**src/sv/htp_pkg.sv**
```systemverilog
package htp_pkg;

  // field limits, a byte at position limit or beyond is dropped
  localparam int unsigned METHOD_LIMIT = 32;
  localparam int unsigned HOST_LIMIT   = 512;
  localparam int unsigned PORT_LIMIT   = 6;
  localparam int unsigned URI_LIMIT    = 4096;

  // counters hold the limit itself, so one bit more than the positions
  localparam int unsigned MIDX_W = $clog2(METHOD_LIMIT + 1);
  localparam int unsigned FIDX_W = $clog2(URI_LIMIT + 1);
  localparam int unsigned POS_W  = 12;

  // result slots of one request byte, emitted lowest first
  localparam int unsigned NSLOT  = 8;
  localparam int unsigned SLOT_W = 3;
  localparam logic [SLOT_W-1:0] SLOT_METHOD = 3'd0;
  localparam logic [SLOT_W-1:0] SLOT_URL    = 3'd1;
  localparam logic [SLOT_W-1:0] SLOT_MK1    = 3'd2;
  localparam logic [SLOT_W-1:0] SLOT_MK2    = 3'd3;
  localparam logic [SLOT_W-1:0] SLOT_MK3    = 3'd4;
  localparam logic [SLOT_W-1:0] SLOT_P8     = 3'd5;
  localparam logic [SLOT_W-1:0] SLOT_P0     = 3'd6;
  localparam logic [SLOT_W-1:0] SLOT_STAT   = 3'd7;

  // queue between front and back end
  localparam int unsigned QDEPTH = 4;
  localparam int unsigned QPTR_W = $clog2(QDEPTH);

  // characters
  localparam logic [7:0]  CH_SP    = 8'h20;
  localparam logic [7:0]  CH_COLON = 8'h3A;
  localparam logic [7:0]  CH_SLASH = 8'h2F;
  localparam logic [7:0]  CH_W     = 8'h77;
  localparam logic [7:0]  CH_DOT   = 8'h2E;
  localparam logic [7:0]  CH_8     = 8'h38;
  localparam logic [7:0]  CH_0     = 8'h30;
  localparam logic [31:0] END_SEQ  = 32'h0D0A0D0A;

  typedef enum logic [2:0] {
    KIND_METHOD = 3'd0,
    KIND_HOST   = 3'd1,
    KIND_PORT   = 3'd2,
    KIND_URI    = 3'd3,
    KIND_STATUS = 3'd4
  } kind_e;

  typedef enum logic [4:0] {
    PH_SEARCH = 5'b00001,
    PH_HOST   = 5'b00010,
    PH_PORT   = 5'b00100,
    PH_URI    = 5'b01000,
    PH_DONE   = 5'b10000
  } phase_e;

  // classified request byte, one entry per byte that causes results
  typedef struct packed {
    logic [NSLOT-1:0]  mask;
    logic [7:0]        chr;
    logic [MIDX_W-1:0] m_pos;
    logic              marker;
    kind_e             u_kind;
    logic [POS_W-1:0]  u_pos;
    logic              complete;
    logic              host_found;
    logic              overflow;
  } htp_op_t;

  typedef struct packed {
    kind_e            kind;
    logic [7:0]       chr;
    logic [POS_W-1:0] pos;
    logic             complete;
    logic             host_found;
    logic             overflow;
    logic             run_end;
  } htp_res_t;

endpackage

```
**src/sv/htp_front.sv**
```systemverilog
module htp_front
  import htp_pkg::*;
(
  input  logic    clk_i,
  input  logic    rst_ni,
  input  logic    in_valid_i,
  output logic    in_ready_o,
  input  logic [7:0] in_byte_i,
  input  logic    in_last_i,
  input  logic    q_full_i,
  output logic    push_o,
  output htp_op_t op_o
);

  localparam logic [MIDX_W-1:0] M_LIM    = MIDX_W'(METHOD_LIMIT);
  localparam logic [FIDX_W-1:0] HOST_LIM = FIDX_W'(HOST_LIMIT);
  localparam logic [FIDX_W-1:0] PORT_LIM = FIDX_W'(PORT_LIMIT);
  localparam logic [FIDX_W-1:0] URI_LIM  = FIDX_W'(URI_LIMIT);
  localparam logic [FIDX_W-1:0] MK_LEN   = FIDX_W'(4);
  localparam logic [2:0]        SEEN_MAX = 3'd4;

  logic              m_act_q, m_act_d;
  phase_e            phase_q, phase_d;
  logic [1:0]        mk_q, mk_d;
  logic [31:0]       recent_q, recent_d;
  logic [2:0]        seen_q, seen_d;
  logic [MIDX_W-1:0] midx_q, midx_d;
  logic [FIDX_W-1:0] fidx_q, fidx_d;
  logic              pg_q, pg_d;
  logic              ovf_q, ovf_d;

  logic              acc;
  logic              c_req;
  kind_e             c_kind;
  logic [FIDX_W-1:0] c_idx;
  logic [FIDX_W-1:0] c_lim;
  htp_op_t           op;

  assign in_ready_o = !q_full_i;
  assign acc        = in_valid_i && in_ready_o;

  // classify one byte and compute the next parser state
  always_comb begin
    m_act_d  = m_act_q;
    phase_d  = phase_q;
    mk_d     = mk_q;
    midx_d   = midx_q;
    fidx_d   = fidx_q;
    pg_d     = pg_q;
    ovf_d    = ovf_q;
    recent_d = {recent_q[23:0], in_byte_i};
    seen_d   = (seen_q == SEEN_MAX) ? seen_q : seen_q + 3'd1;
    c_req    = 1'b0;
    c_kind   = KIND_URI;
    c_idx    = fidx_q;
    c_lim    = URI_LIM;
    op       = '0;
    op.chr   = in_byte_i;
    op.u_kind = KIND_URI;

    // method part, up to the first space
    if (m_act_q) begin
      if (in_byte_i == CH_SP) begin
        m_act_d = 1'b0;
      end else if (midx_q < M_LIM) begin
        op.mask[SLOT_METHOD] = 1'b1;
        op.m_pos = midx_q;
        midx_d = midx_q + MIDX_W'(1);
      end else begin
        ovf_d = 1'b1;
      end
    end

    // host, port and uri part
    case (phase_q)
      PH_SEARCH: begin
        if (mk_q == 2'd3 && in_byte_i == CH_DOT) begin
          op.mask[SLOT_URL] = 1'b1;
          op.mask[SLOT_MK1] = 1'b1;
          op.mask[SLOT_MK2] = 1'b1;
          op.mask[SLOT_MK3] = 1'b1;
          op.marker = 1'b1;
          fidx_d = MK_LEN;
          phase_d = PH_HOST;
          mk_d = 2'd0;
        end else if (in_byte_i == CH_W) begin
          if (mk_q != 2'd3) mk_d = mk_q + 2'd1;
        end else begin
          mk_d = 2'd0;
        end
      end
      PH_HOST: begin
        if (in_byte_i == CH_COLON) begin
          phase_d = PH_PORT;
          pg_d = 1'b1;
          fidx_d = '0;
        end else if (in_byte_i == CH_SLASH) begin
          phase_d = PH_URI;
          c_req = 1'b1;
          c_idx = '0;
        end else begin
          c_req = 1'b1;
          c_kind = KIND_HOST;
          c_lim = HOST_LIM;
        end
      end
      PH_PORT: begin
        if (in_byte_i == CH_SLASH) begin
          phase_d = PH_URI;
          c_req = 1'b1;
          c_idx = '0;
        end else begin
          c_req = 1'b1;
          c_kind = KIND_PORT;
          c_lim = PORT_LIM;
        end
      end
      PH_URI: begin
        if (in_byte_i == CH_SP) begin
          phase_d = PH_DONE;
        end else begin
          c_req = 1'b1;
        end
      end
      default: begin
      end
    endcase

    // one field character, dropped past its limit
    if (c_req) begin
      fidx_d = c_idx;
      if (c_idx < c_lim) begin
        op.mask[SLOT_URL] = 1'b1;
        op.u_kind = c_kind;
        op.u_pos = c_idx[POS_W-1:0];
        fidx_d = c_idx + FIDX_W'(1);
      end else begin
        ovf_d = 1'b1;
      end
    end

    // end of request: default port, status, then back to reset state
    if (in_last_i) begin
      op.complete = (seen_d == SEEN_MAX) && (recent_d == END_SEQ);
      op.host_found = (phase_d != PH_SEARCH);
      op.overflow = ovf_d;
      op.mask[SLOT_P8] = !pg_d;
      op.mask[SLOT_P0] = !pg_d;
      op.mask[SLOT_STAT] = 1'b1;
      m_act_d  = 1'b1;
      phase_d  = PH_SEARCH;
      mk_d     = '0;
      recent_d = '0;
      seen_d   = '0;
      midx_d   = '0;
      fidx_d   = '0;
      pg_d     = 1'b0;
      ovf_d    = 1'b0;
    end
  end

  assign push_o = acc && (op.mask != '0);
  assign op_o   = op;

  // parser state, advances on each accepted transfer
  always_ff @(posedge clk_i or negedge rst_ni) begin
    if (!rst_ni) begin
      m_act_q  <= 1'b1;
      phase_q  <= PH_SEARCH;
      mk_q     <= '0;
      recent_q <= '0;
      seen_q   <= '0;
      midx_q   <= '0;
      fidx_q   <= '0;
      pg_q     <= 1'b0;
      ovf_q    <= 1'b0;
    end else if (acc) begin
      m_act_q  <= m_act_d;
      phase_q  <= phase_d;
      mk_q     <= mk_d;
      recent_q <= recent_d;
      seen_q   <= seen_d;
      midx_q   <= midx_d;
      fidx_q   <= fidx_d;
      pg_q     <= pg_d;
      ovf_q    <= ovf_d;
    end
  end

endmodule

```
**src/sv/htp_fifo.sv**
```systemverilog
module htp_fifo
  import htp_pkg::*;
(
  input  logic    clk_i,
  input  logic    rst_ni,
  input  logic    push_i,
  input  htp_op_t data_i,
  output logic    full_o,
  input  logic    pop_i,
  output logic    valid_o,
  output htp_op_t data_o
);

  localparam logic [QPTR_W:0] CNT_FULL = (QPTR_W + 1)'(QDEPTH);

  htp_op_t            mem_q [QDEPTH];
  logic [QPTR_W-1:0]  wptr_q, rptr_q;
  logic [QPTR_W:0]    cnt_q;

  assign full_o  = (cnt_q == CNT_FULL);
  assign valid_o = (cnt_q != '0);
  assign data_o  = mem_q[rptr_q];

  // entry storage
  always_ff @(posedge clk_i) begin
    if (push_i) mem_q[wptr_q] <= data_i;
  end

  // pointers and fill count
  always_ff @(posedge clk_i or negedge rst_ni) begin
    if (!rst_ni) begin
      wptr_q <= '0;
      rptr_q <= '0;
      cnt_q  <= '0;
    end else begin
      if (push_i) wptr_q <= wptr_q + QPTR_W'(1);
      if (pop_i) rptr_q <= rptr_q + QPTR_W'(1);
      if (push_i && !pop_i) begin
        cnt_q <= cnt_q + (QPTR_W + 1)'(1);
      end else if (pop_i && !push_i) begin
        cnt_q <= cnt_q - (QPTR_W + 1)'(1);
      end
    end
  end

`ifndef NO_ASSERTIONS
  a_no_push_full: assert property (@(posedge clk_i) disable iff (!rst_ni)
    push_i |-> (cnt_q != CNT_FULL))
    else $error("push into full queue");
  a_no_pop_empty: assert property (@(posedge clk_i) disable iff (!rst_ni)
    pop_i |-> (cnt_q != '0))
    else $error("pop from empty queue");
`endif

endmodule

```
**src/sv/htp_back.sv**
```systemverilog
module htp_back
  import htp_pkg::*;
(
  input  logic     clk_i,
  input  logic     rst_ni,
  input  logic     q_valid_i,
  input  htp_op_t  q_op_i,
  output logic     pop_o,
  output logic     out_valid_o,
  input  logic     out_ready_i,
  output htp_res_t res_o
);

  logic              cur_vld_q;
  htp_op_t           cur_q;
  logic [NSLOT-1:0]  mask_q;
  logic              out_vld_q;
  htp_res_t          res_q;

  logic              emit;
  logic              load;
  logic [NSLOT-1:0]  rem;
  logic [SLOT_W-1:0] sel;
  htp_res_t          res_d;

  // lowest pending slot goes next
  always_comb begin
    sel = '0;
    for (int i = NSLOT - 1; i >= 0; i--) begin
      if (mask_q[i]) sel = SLOT_W'(i);
    end
  end

  assign rem   = mask_q & (mask_q - NSLOT'(1));
  assign emit  = cur_vld_q && (!out_vld_q || out_ready_i);
  assign load  = q_valid_i && (!cur_vld_q || (emit && rem == '0));
  assign pop_o = load;

  // build the result of the selected slot
  always_comb begin
    res_d = '0;
    res_d.run_end = (rem == '0);
    case (sel)
      SLOT_METHOD: begin
        res_d.kind = KIND_METHOD;
        res_d.chr  = cur_q.chr;
        res_d.pos  = POS_W'(cur_q.m_pos);
      end
      SLOT_URL: begin
        if (cur_q.marker) begin
          res_d.kind = KIND_HOST;
          res_d.chr  = CH_W;
          res_d.pos  = POS_W'(0);
        end else begin
          res_d.kind = cur_q.u_kind;
          res_d.chr  = cur_q.chr;
          res_d.pos  = cur_q.u_pos;
        end
      end
      SLOT_MK1: begin
        res_d.kind = KIND_HOST;
        res_d.chr  = CH_W;
        res_d.pos  = POS_W'(1);
      end
      SLOT_MK2: begin
        res_d.kind = KIND_HOST;
        res_d.chr  = CH_W;
        res_d.pos  = POS_W'(2);
      end
      SLOT_MK3: begin
        res_d.kind = KIND_HOST;
        res_d.chr  = CH_DOT;
        res_d.pos  = POS_W'(3);
      end
      SLOT_P8: begin
        res_d.kind = KIND_PORT;
        res_d.chr  = CH_8;
        res_d.pos  = POS_W'(0);
      end
      SLOT_P0: begin
        res_d.kind = KIND_PORT;
        res_d.chr  = CH_0;
        res_d.pos  = POS_W'(1);
      end
      default: begin
        res_d.kind       = KIND_STATUS;
        res_d.complete   = cur_q.complete;
        res_d.host_found = cur_q.host_found;
        res_d.overflow   = cur_q.overflow;
      end
    endcase
  end

  // current entry and pending slot mask
  always_ff @(posedge clk_i or negedge rst_ni) begin
    if (!rst_ni) begin
      cur_vld_q <= 1'b0;
      mask_q    <= '0;
    end else if (load) begin
      cur_vld_q <= 1'b1;
      mask_q    <= q_op_i.mask;
    end else if (emit) begin
      mask_q <= rem;
      if (rem == '0) cur_vld_q <= 1'b0;
    end
  end

  always_ff @(posedge clk_i) begin
    if (load) cur_q <= q_op_i;
  end

  // output register
  always_ff @(posedge clk_i or negedge rst_ni) begin
    if (!rst_ni) begin
      out_vld_q <= 1'b0;
    end else if (emit) begin
      out_vld_q <= 1'b1;
    end else if (out_ready_i) begin
      out_vld_q <= 1'b0;
    end
  end

  always_ff @(posedge clk_i) begin
    if (emit) res_q <= res_d;
  end

  assign out_valid_o = out_vld_q;
  assign res_o       = res_q;

`ifndef NO_ASSERTIONS
  a_cur_has_work: assert property (@(posedge clk_i) disable iff (!rst_ni)
    cur_vld_q |-> (mask_q != '0))
    else $error("active entry without pending slots");
  a_status_ends_run: assert property (@(posedge clk_i) disable iff (!rst_ni)
    (out_vld_q && res_q.kind == KIND_STATUS) |-> res_q.run_end)
    else $error("status result not last of its run");
`endif

endmodule

```
**src/sv/http_request_target_parser.sv**
```systemverilog
// Request line parser. Request bytes enter on the s_axis channel, one byte per
// transfer, with tlast on the last byte of a request. Results leave on the
// m_axis channel: tuser gives the kind (method, host, port, uri or status),
// tdata the character, its position in the field and the status flags, and
// tlast marks the last result caused by one request byte.
// A front end classifies each byte and updates the parser state in the cycle
// of its transfer; bytes that cause results are queued (4 entries) for a back
// end that emits one result per cycle, unless the output is held, through an
// output register. Throughput: one byte per cycle while each byte causes at
// most one result; a byte causing n results (up to 8: method character,
// marker, default port and status) holds the back end until all n are
// emitted, and the queue absorbs bursts. When m_axis_tready_i is low the
// output holds, the queue fills and then s_axis_tready_o drops. Reset clears
// the parser state, the queue and the output valid; the block takes bytes in
// the first cycle after reset.
module http_request_target_parser
  import htp_pkg::*;
(
  input  logic        clk_i,
  input  logic        rst_ni,
  input  logic        s_axis_tvalid_i,
  output logic        s_axis_tready_o,
  input  logic [7:0]  s_axis_tdata_i,   // request_byte
  input  logic        s_axis_tlast_i,   // final_byte
  output logic        m_axis_tvalid_o,
  input  logic        m_axis_tready_i,
  output logic [23:0] m_axis_tdata_o,   // character, position, complete, host_found, overflow
  output logic [2:0]  m_axis_tuser_o,   // kind
  output logic        m_axis_tlast_o    // run_end
);

  logic     q_full;
  logic     q_push;
  logic     q_pop;
  logic     q_valid;
  htp_op_t  q_in;
  htp_op_t  q_out;
  htp_res_t res;

  htp_front u_front (
    .clk_i      (clk_i),
    .rst_ni     (rst_ni),
    .in_valid_i (s_axis_tvalid_i),
    .in_ready_o (s_axis_tready_o),
    .in_byte_i  (s_axis_tdata_i),
    .in_last_i  (s_axis_tlast_i),
    .q_full_i   (q_full),
    .push_o     (q_push),
    .op_o       (q_in)
  );

  htp_fifo u_fifo (
    .clk_i   (clk_i),
    .rst_ni  (rst_ni),
    .push_i  (q_push),
    .data_i  (q_in),
    .full_o  (q_full),
    .pop_i   (q_pop),
    .valid_o (q_valid),
    .data_o  (q_out)
  );

  htp_back u_back (
    .clk_i       (clk_i),
    .rst_ni      (rst_ni),
    .q_valid_i   (q_valid),
    .q_op_i      (q_out),
    .pop_o       (q_pop),
    .out_valid_o (m_axis_tvalid_o),
    .out_ready_i (m_axis_tready_i),
    .res_o       (res)
  );

  // pack result fields onto the stream
  assign m_axis_tdata_o = {1'b0, res.overflow, res.host_found, res.complete, res.pos, res.chr};
  assign m_axis_tuser_o = res.kind;
  assign m_axis_tlast_o = res.run_end;

endmodule
```
**config.mk**
```make
export PLATFORM = sky130hd
export DESIGN_NAME = http_request_target_parser
export DESIGN_NICKNAME = d
export VERILOG_FILES = /design/src/sv/htp_pkg.sv /design/src/sv/htp_front.sv /design/src/sv/htp_fifo.sv /design/src/sv/htp_back.sv /design/src/sv/http_request_target_parser.sv
export SDC_FILE = /design/constraint.sdc
export NUM_CORES = 1
export LEC_CHECK = 0
export ABC_AREA = 0
export BUFFER_PORTS_ARGS = -buffer_cell sky130_fd_sc_hd__buf_2
export CORE_ASPECT_RATIO = 0.9
export CORE_UTILIZATION = 30
export CTS_CLUSTER_SIZE = 20
export DETAILED_ROUTE_END_ITERATION = 12
export GPL_TIMING_DRIVEN = 0
export HOLD_SLACK_MARGIN = 0.15
export PLACE_DENSITY = 0.52
export SYNTH_ARGS = -nofsm -noshare
export SYNTH_HDL_FRONTEND = slang
export SYNTH_SLANG_ARGS = --single-unit
```
**constraint.sdc**
```tcl
create_clock -name clk_i -period 3.8 [get_ports clk_i]
set_input_delay 0.95 -clock clk_i [delete_from_list [all_inputs] [get_ports clk_i]]
set_output_delay 0.95 -clock clk_i [all_outputs]
set_load 0.1 [all_outputs]
```
## Word level (Yosys, flattened, before mapping)

Memories as Yosys holds them, arrays and structs flattened.
Cells that the tools add are included.

| operators by class | value |
|---|---|
| $add $sub $neg | 9 |
| $lt $le $gt $ge | 2 |
| equality and inequality tests | 26 |
| multiplexer cells | 87 |
| bitwise logic cells | 1 |
| reductions and logical operators | 36 |

Operator list:

| kind | number |
|---|---|
| 20-bit case mux with 7 select lines | 1 |
| 13-bit 2-to-1 mux | 10 |
| 13-bit case mux with 2 select lines | 3 |
| 3-bit 2-to-1 mux | 15 |
| 6-bit 2-to-1 mux | 7 |
| 32-bit by 28-bit == test with 1-bit output, second input constant | 1 |
| 8-bit by 6-bit == test with 1-bit output, second input constant | 4 |
| 15-bit 2-to-1 mux | 2 |
| 1-bit 2-to-1 mux | 28 |
| 5-bit 2-to-1 mux | 5 |
| 24-bit 2-to-1 mux | 1 |
| 23-bit 2-to-1 mux | 1 |
| 5-bit case mux with 4 select lines | 1 |
| 3-bit == test, second input constant | 6 |
| 8-bit 2-to-1 mux | 2 |
| 2-bit nonzero test | 7 |
| 13-bit by 1-bit adder with 13-bit output, second input constant | 1 |
| 13-bit less-than comparator | 1 |
| 2-bit 2-to-1 mux | 6 |
| 3-bit case mux with 4 select lines | 1 |
| 1-bit logical AND | 9 |
| 8-bit bitwise AND | 1 |
| 8-bit by 7-bit == test with 1-bit output, second input constant | 1 |
| 8-bit zero test | 1 |
| 32 further kinds | 46 |

| storage, ports and cells | value |
|---|---|
| register bits | 133 |
| bits in writable memories | 164 |
| logic and storage cells | 192 |
| memories | 1 |

Memory list:

| name | depth | bits a word | rd ports | clocked after memory_dff | wr ports | RTL line | RTL |
|---|---|---|---|---|---|---|---|
| u_fifo.mem_q | 4 | 41 | 1 | 0 | 1 | htp_fifo.sv:16 | `htp_op_t mem_q [QDEPTH];` |

## Depth between registers and ports, before layout

| depth | value |
|---|---|
| depth in word-level cells | 13 |
| depth in mapped cells | 16 |
| depth with buffers taken out | 16 |

## Modules after synthesis

From an unflattened synthesis, not the netlist that was laid out.

| unflattened totals | value |
|---|---|
| cells, all modules | 872 |
| area total of the unflattened synthesis | 12853.6 um^2 |

Modules (own cells, without submodules):

| module | instances | cells an instance | area an instance (um^2) | seq. area each (um^2) |
|---|---|---|---|---|
| htp_fifo | 1 | 249 | 6366.1 | 5099.9 |
| htp_front | 1 | 436 | 3626.0 | 1403.8 |
| htp_back | 1 | 185 | 2850.2 | 2052.0 |
| http_request_target_parser | 1 | 2 | 11.3 | 0.0 |

## Least setup slack after synthesis

Ideal clock, no wire load.

| path | value |
|---|---|
| path type | input -> register |
| start point | in s_axis_tdata_i[7] |
| end point | mem u_fifo.mem_q[0][0] in the netlist's numbering, enable pin |
| setup time | 0.395 ns |
| arrival time | 4.075 ns |
| setup slack | -0.670 ns |
| stages on the path | 9 |
| cell sequence | or4_4 > nor4_4 > nor3_1 > ha_1 > a21oi_1 > o21a_1 > nand3_2 > a21oi_2 > and2_1 |

| on the way | value |
|---|---|
| longest elaborated chain between the ends | 11 |
| elaborated cells on any way between the ends | 30 |
| classes of those cells | 1 x order compare; 4 x eq/ne; 21 x mux; 4 x reduce/logical |

RTL lines:

| element | RTL line | RTL |
|---|---|---|
| start, declared | http_request_target_parser.sv:23 | `input logic [7:0] s_axis_tdata_i,` |
| 8-bit by 6-bit == test with 1-bit output | htp_front.sv:97, htp_front.sv:108 |  |
| 13-bit 2-to-1 mux (on tied branches) | htp_front.sv:97, htp_front.sv:108 |  |
| 13-bit 2-to-1 mux | htp_front.sv:93 | `if (in_byte_i == CH_COLON) begin` |
| 13-bit case mux with 2 select lines | htp_front.sv:75 | `case (phase_q)` |
| 13-bit less-than comparator | htp_front.sv:132 | `if (c_idx < c_lim) begin` |
| 1-bit 2-to-1 mux | htp_front.sv:132 |  |
| 1-bit 2-to-1 mux | htp_front.sv:130 | `if (c_req) begin` |
| 8-bit nonzero test (*) | htp_front.sv:162 | `assign push_o = acc && (op.mask != '0);` |
| 1-bit logical AND (*) | htp_front.sv:162 |  |
| net q_push | http_request_target_parser.sv:33 | `logic q_push;` |
| 1-bit 2-to-1 mux (*) | htp_fifo.sv:26 | `if (push_i) mem_q[wptr_q] <= data_i;` |
| 1-bit 2-to-1 mux (implied by the code) (*) | htp_fifo.sv:26 |  |
| end, declared | htp_fifo.sv:16 |  |

The timed path passes the listed nets; every way through them passes the cells marked *.

## Worst setup path after layout

| path | value |
|---|---|
| start point | in s_axis_tdata_i[6] |
| end point | mem u_fifo.mem_q[3][8] in the netlist's numbering, enable pin |

Same word-level chain as after synthesis.

==> reports/metrics.csv <==
stage,metric,value,unit
drt,total number of vias,6757,
drt,remaining antenna violation count after routing,0,
place,DP Wirelength,16400,um
drt,number of design rule violations left after detail routing,0,
cells_and_area,Filler cells,3682,
floorplan,Core Region,38400,um2
clocking,H-tree Lvls,1,
yosys,most frequently used flop master after synthesis,edfxtp_1,
status,result of the run,completed,
pwr,clock network fraction of design power,26.9,%
drt,wire length reported by the detailed router,24400,um
yosys,number of warnings issued by yosys,0,
sta,Setup WS post-layout,0.106,ns
floorplan,die area,39700,um2
yosys,mux cell area share after synthesis,7.21,%
yosys,share of synthesized registers carrying an async set or reset,26.9,%
drt,mean number of vias per cell,4.67,
place,final weighted congestion of routability-driven global placement,0.755,
yosys,"area fraction in and, or, nand and nor cells after synthesis",13.7,%
cells_and_area,flip-flop and latch area,7770,um2
floorplan,FP Rows,68,
sta,fmax,0.271,GHz
yosys,adder-cell share of the synthesized area,1.76,%
pwr,Power Internal,6.97,mW
sta,post-route clock period utilization,97.2,%
clocking,CTS Hold Buffers Added,0,
grt,first-pass GRT wire length,39400,um
drt,number of DRC markers after the initial detailed-route iteration,301,
pwr,worst vdd rail ir drop,0.000401,V
drt,drt wl/cell,16.9,um
min_path,Hold Path Class,in2async,
sta,clock skew after layout,0.0126,ns
grt,via count of the first global-routing pass,6896,
sta,Setup Viol. Count Final,0,
worst_setup_path,Worst Reg-to-Reg Cells,10,
clocking,clock root cell,clkbuf_16,
grt,aggregate global routing overflow,0,
worst_setup_path,critical path type,in2reg,
cells_and_area,Antenna diodes,0,
yosys,Unique masters post-synth,85,
cells_and_area,"Cell Count, Final, Fillers Out",1446,
worst_setup_path,launch instance of the worst register-to-register path,u_front.phase_q[3],
cells_and_area,area of combinational cells with multiple inputs,3730,um2
pwr,sequential share of power,41.2,%
sta,RSZ-0062 raised after global routing,true,
cells_and_area,share of cells above drive strength 1,21.4,%
worst_setup_path,Critical Path Sink Type,flop,
yosys,number of instances in the synthesized netlist,809,
worst_setup_path,"Data required, critical path",3.99,ns
sta,Fin Hold WS,0.365,ns
cells_and_area,# nets final,925,
pwr,Switching Share,35.7,%
yosys,sequential element share of the synthesized area,66.6,%
clocking,"CTS clk-pin slew, worst paths",0.06,ns
yosys,compound-gate portion of the synthesized area,7.87,%
yosys,number of register bits inferred by synthesis,271,
floorplan,Initial Utilization,30.4,%
place,cell total after placement,1376,
sta,min cycle time layout,3.69,ns
clocking,TritonCTS clock tree,yes,
cells_and_area,"Core Util, Final",35.9,%
yosys,Post-Syn Area per Cell,14.4,um2
pwr,Lkg Pwr,5.01,nW
grt,number of antenna violations at the first check in global routing,0,
sta,hold violation total from the final report,0,
floorplan,chip height,189,um
job,number of max-capacitance violations reported,0,
place,quantity of I/O buffers inserted on ports,41,
pwr,Design Power,10.8,mW
drt,first-pass iteration count of the detailed router,4,
yosys,largest family of logic cells by synthesized area,simple AND/OR/NAND/NOR gates,
grt,aggregate global-route resource usage,12.6,%
grt,largest net degree at the start of global routing,41,
pwr,Switch Pwr,3.87,mW
clocking,TritonCTS buffer count,30,
yosys,synthesized-area fraction occupied by xor and xnor cells,0.675,%
floorplan,number of top-level pins,43,
sta,count of final max-slew check failures,0,
floorplan,floorplan die width,210,um
sta,actual transition at the worst max-transition pin,1.09,ns
worst_setup_path,CP Launch Point,s_axis_tdata_i[6],
sta,worst rel slew slack,27.6,%
worst_setup_path,kind of start point of the critical path,input pin,
yosys,number of nets in the synthesized netlist,837,
clocking,deepest clock path buffer count,3,
clocking,"Clk Latency, worst-skew pair",0.56,ns
cells_and_area,area overhead of the layout relative to synthesis,18.0,%
yosys,"EDFF count, synth",198,
worst_setup_path,data arrival time of the critical path,3.88,ns
place,minimum setup slack after placement,-1.19,ns
clocking,total clock sinks,271,
worst_setup_path,maximum fanout count along the critical path,35,
pwr,part of the total power dissipated in combinational logic,31.9,%
pwr,areal power density over the cells,787,nW/um2
yosys,cell area after synthesis,11700,um2
[stage by stage]
| stage | TNS, ns | area, um2 |
|---|---|---|
| final | 0 | 13800 |
| after global routing | -0.678 | 13800 |
| after CTS | 0 | 13700 |
| after detailed placement | -188.05 | 12600 |
| after global placement | -181.99 | 12600 |
| after floorplan | -25.88 | 11700 |
[logic make-up after synthesis]
group | after synthesis
other cells | 1
buf+inv | 56
compound gates | 132
mux | 39
flops | 271
xor+xnor | 9
fa+ha+maj | 16
simple gates | 285
[layer usage]
layer,up-vias,track usage (%),wire length [um]
met5,-,0,0
met4,0,2.98,423
met3,31,2.01,1030
met2,128,20.6,11400
met1,3328,17.6,11500
li1,3270,-,-
[synth_stat cells (all sizes together), types with 6 or more instances]
master | n | area [um2]
nor4 | 8 | 65.1
nand2b | 11 | 68.8
a21oi | 24 | 124
nand2 | 92 | 353
buf | 14 | 97.6
nor3 | 17 | 90.1
o211ai | 7 | 57.6
ha | 14 | 175
dfrtp | 71 | 1780
nand3b | 30 | 229
and3 | 10 | 62.6
edfxtp | 198 | 5950
o21ai | 41 | 216
nor2 | 28 | 108
inv | 24 | 92.6
mux4 | 35 | 788
nand3 | 15 | 80.1
and2 | 36 | 225
a31oi | 6 | 37.5
clkbuf | 18 | 67.6
o21a | 8 | 60.1
or4 | 7 | 63.8
o31ai | 6 | 58.8
[final timing paths]
| check | end | slack, ns |
|---|---|---|
| worst min register to register | u_front.recent_q[17] | 0.46 |
| worst max register to register | u_fifo.mem_q[3][8] | 0.15 |
| worst min-delay path | u_front.fidx_q[9] | 0.37 |
| max in group asynchronous | u_front.phase_q[0] | 2.77 |
| min in group clk_i | u_front.recent_q[17] | 0.46 |
| worst max-delay path | u_fifo.mem_q[3][8] | 0.11 |
[final cells by class]
class                      count  share of cell area, %
multi-input combinational    482                   27.0
tap                          525                   4.76
inverter                      24                  0.672
timing repair buffer          56                   2.64
sequential                   271                   56.4
buffer                        32                   1.20
clock buffer                  33                   5.60
clock inverter                23                   1.70
[power by group through the flow]
| stage | clock, mW | combinational [mW] | sequential (mW) |
|---|---|---|---|
| final | 2.92 | 3.46 | 4.47 |
| after global routing | 3.10 | 3.77 | 4.55 |
| after CTS | 3.00 | 3.51 | 4.47 |
| after detailed placement | 0 | 3.48 | 4.54 |
| after global placement | 0 | 3.46 | 4.51 |
| after floorplan | 0 | 1.85 | 5.31 |
[flip-flops by register name, summed over array words and instances (netlist names), 2 cells and up]
name              flops
u_front.phase_q       5
u_fifo.cnt_q          3
u_front.recent_q     24
u_fifo.wptr_q         2
u_front.midx_q        6
u_back.mask_q         8
u_front.mk_q          2
u_front.seen_q        3
u_fifo.mem_q        140
u_back.res_o         27
u_fifo.rptr_q         2
u_back.cur_q         31
u_front.fidx_q       13
[cell usage in the layout (no fill, tap or decap), types with 5 or more instances in the layout]
cell	instances
edfxtp_1	198
nand2_1	91
dfrtp_1	71
buf_2	40
mux4_2	35
and2_1	32
o21ai_0	31
clkbuf_16	30
nand3b_1	29
nor2_1	26
a21oi_1	22
inv_1	20
clkbuf_1	20
buf_4	17
nor3_1	14
nand3_1	14
ha_1	13
nand2b_1	11
clkinv_2	11
and3_1	10
o21ai_1	9
buf_6	7
o21a_1	7
o211ai_1	6
nor4_1	6
a31oi_1	6
xor2_1	5
o31ai_1	5
[repair_timing]
item / 4_1_cts / 5_1_grt
pin swaps: 4 / 12
hold endpoints to repair: 0 / 0
endpoints found under the setup margin: 142 / 142
cloned: 0 / 0
setup buffers: 7 / 7
gates resized for setup: 6 / 18
[critical path, cell delays in order]
cell and delay [ns]:
buf_12 0.11, or4_4 0.57, nor4_4 0.34, nor3_2 0.07, ha_1 0.34, a21oi_2 0.19, o21a_4 0.19, nand3_4 0.13
a21oi_4 0.28, buf_6 0.15, and2_4 0.50
Power figures use the tool's default switching activity.
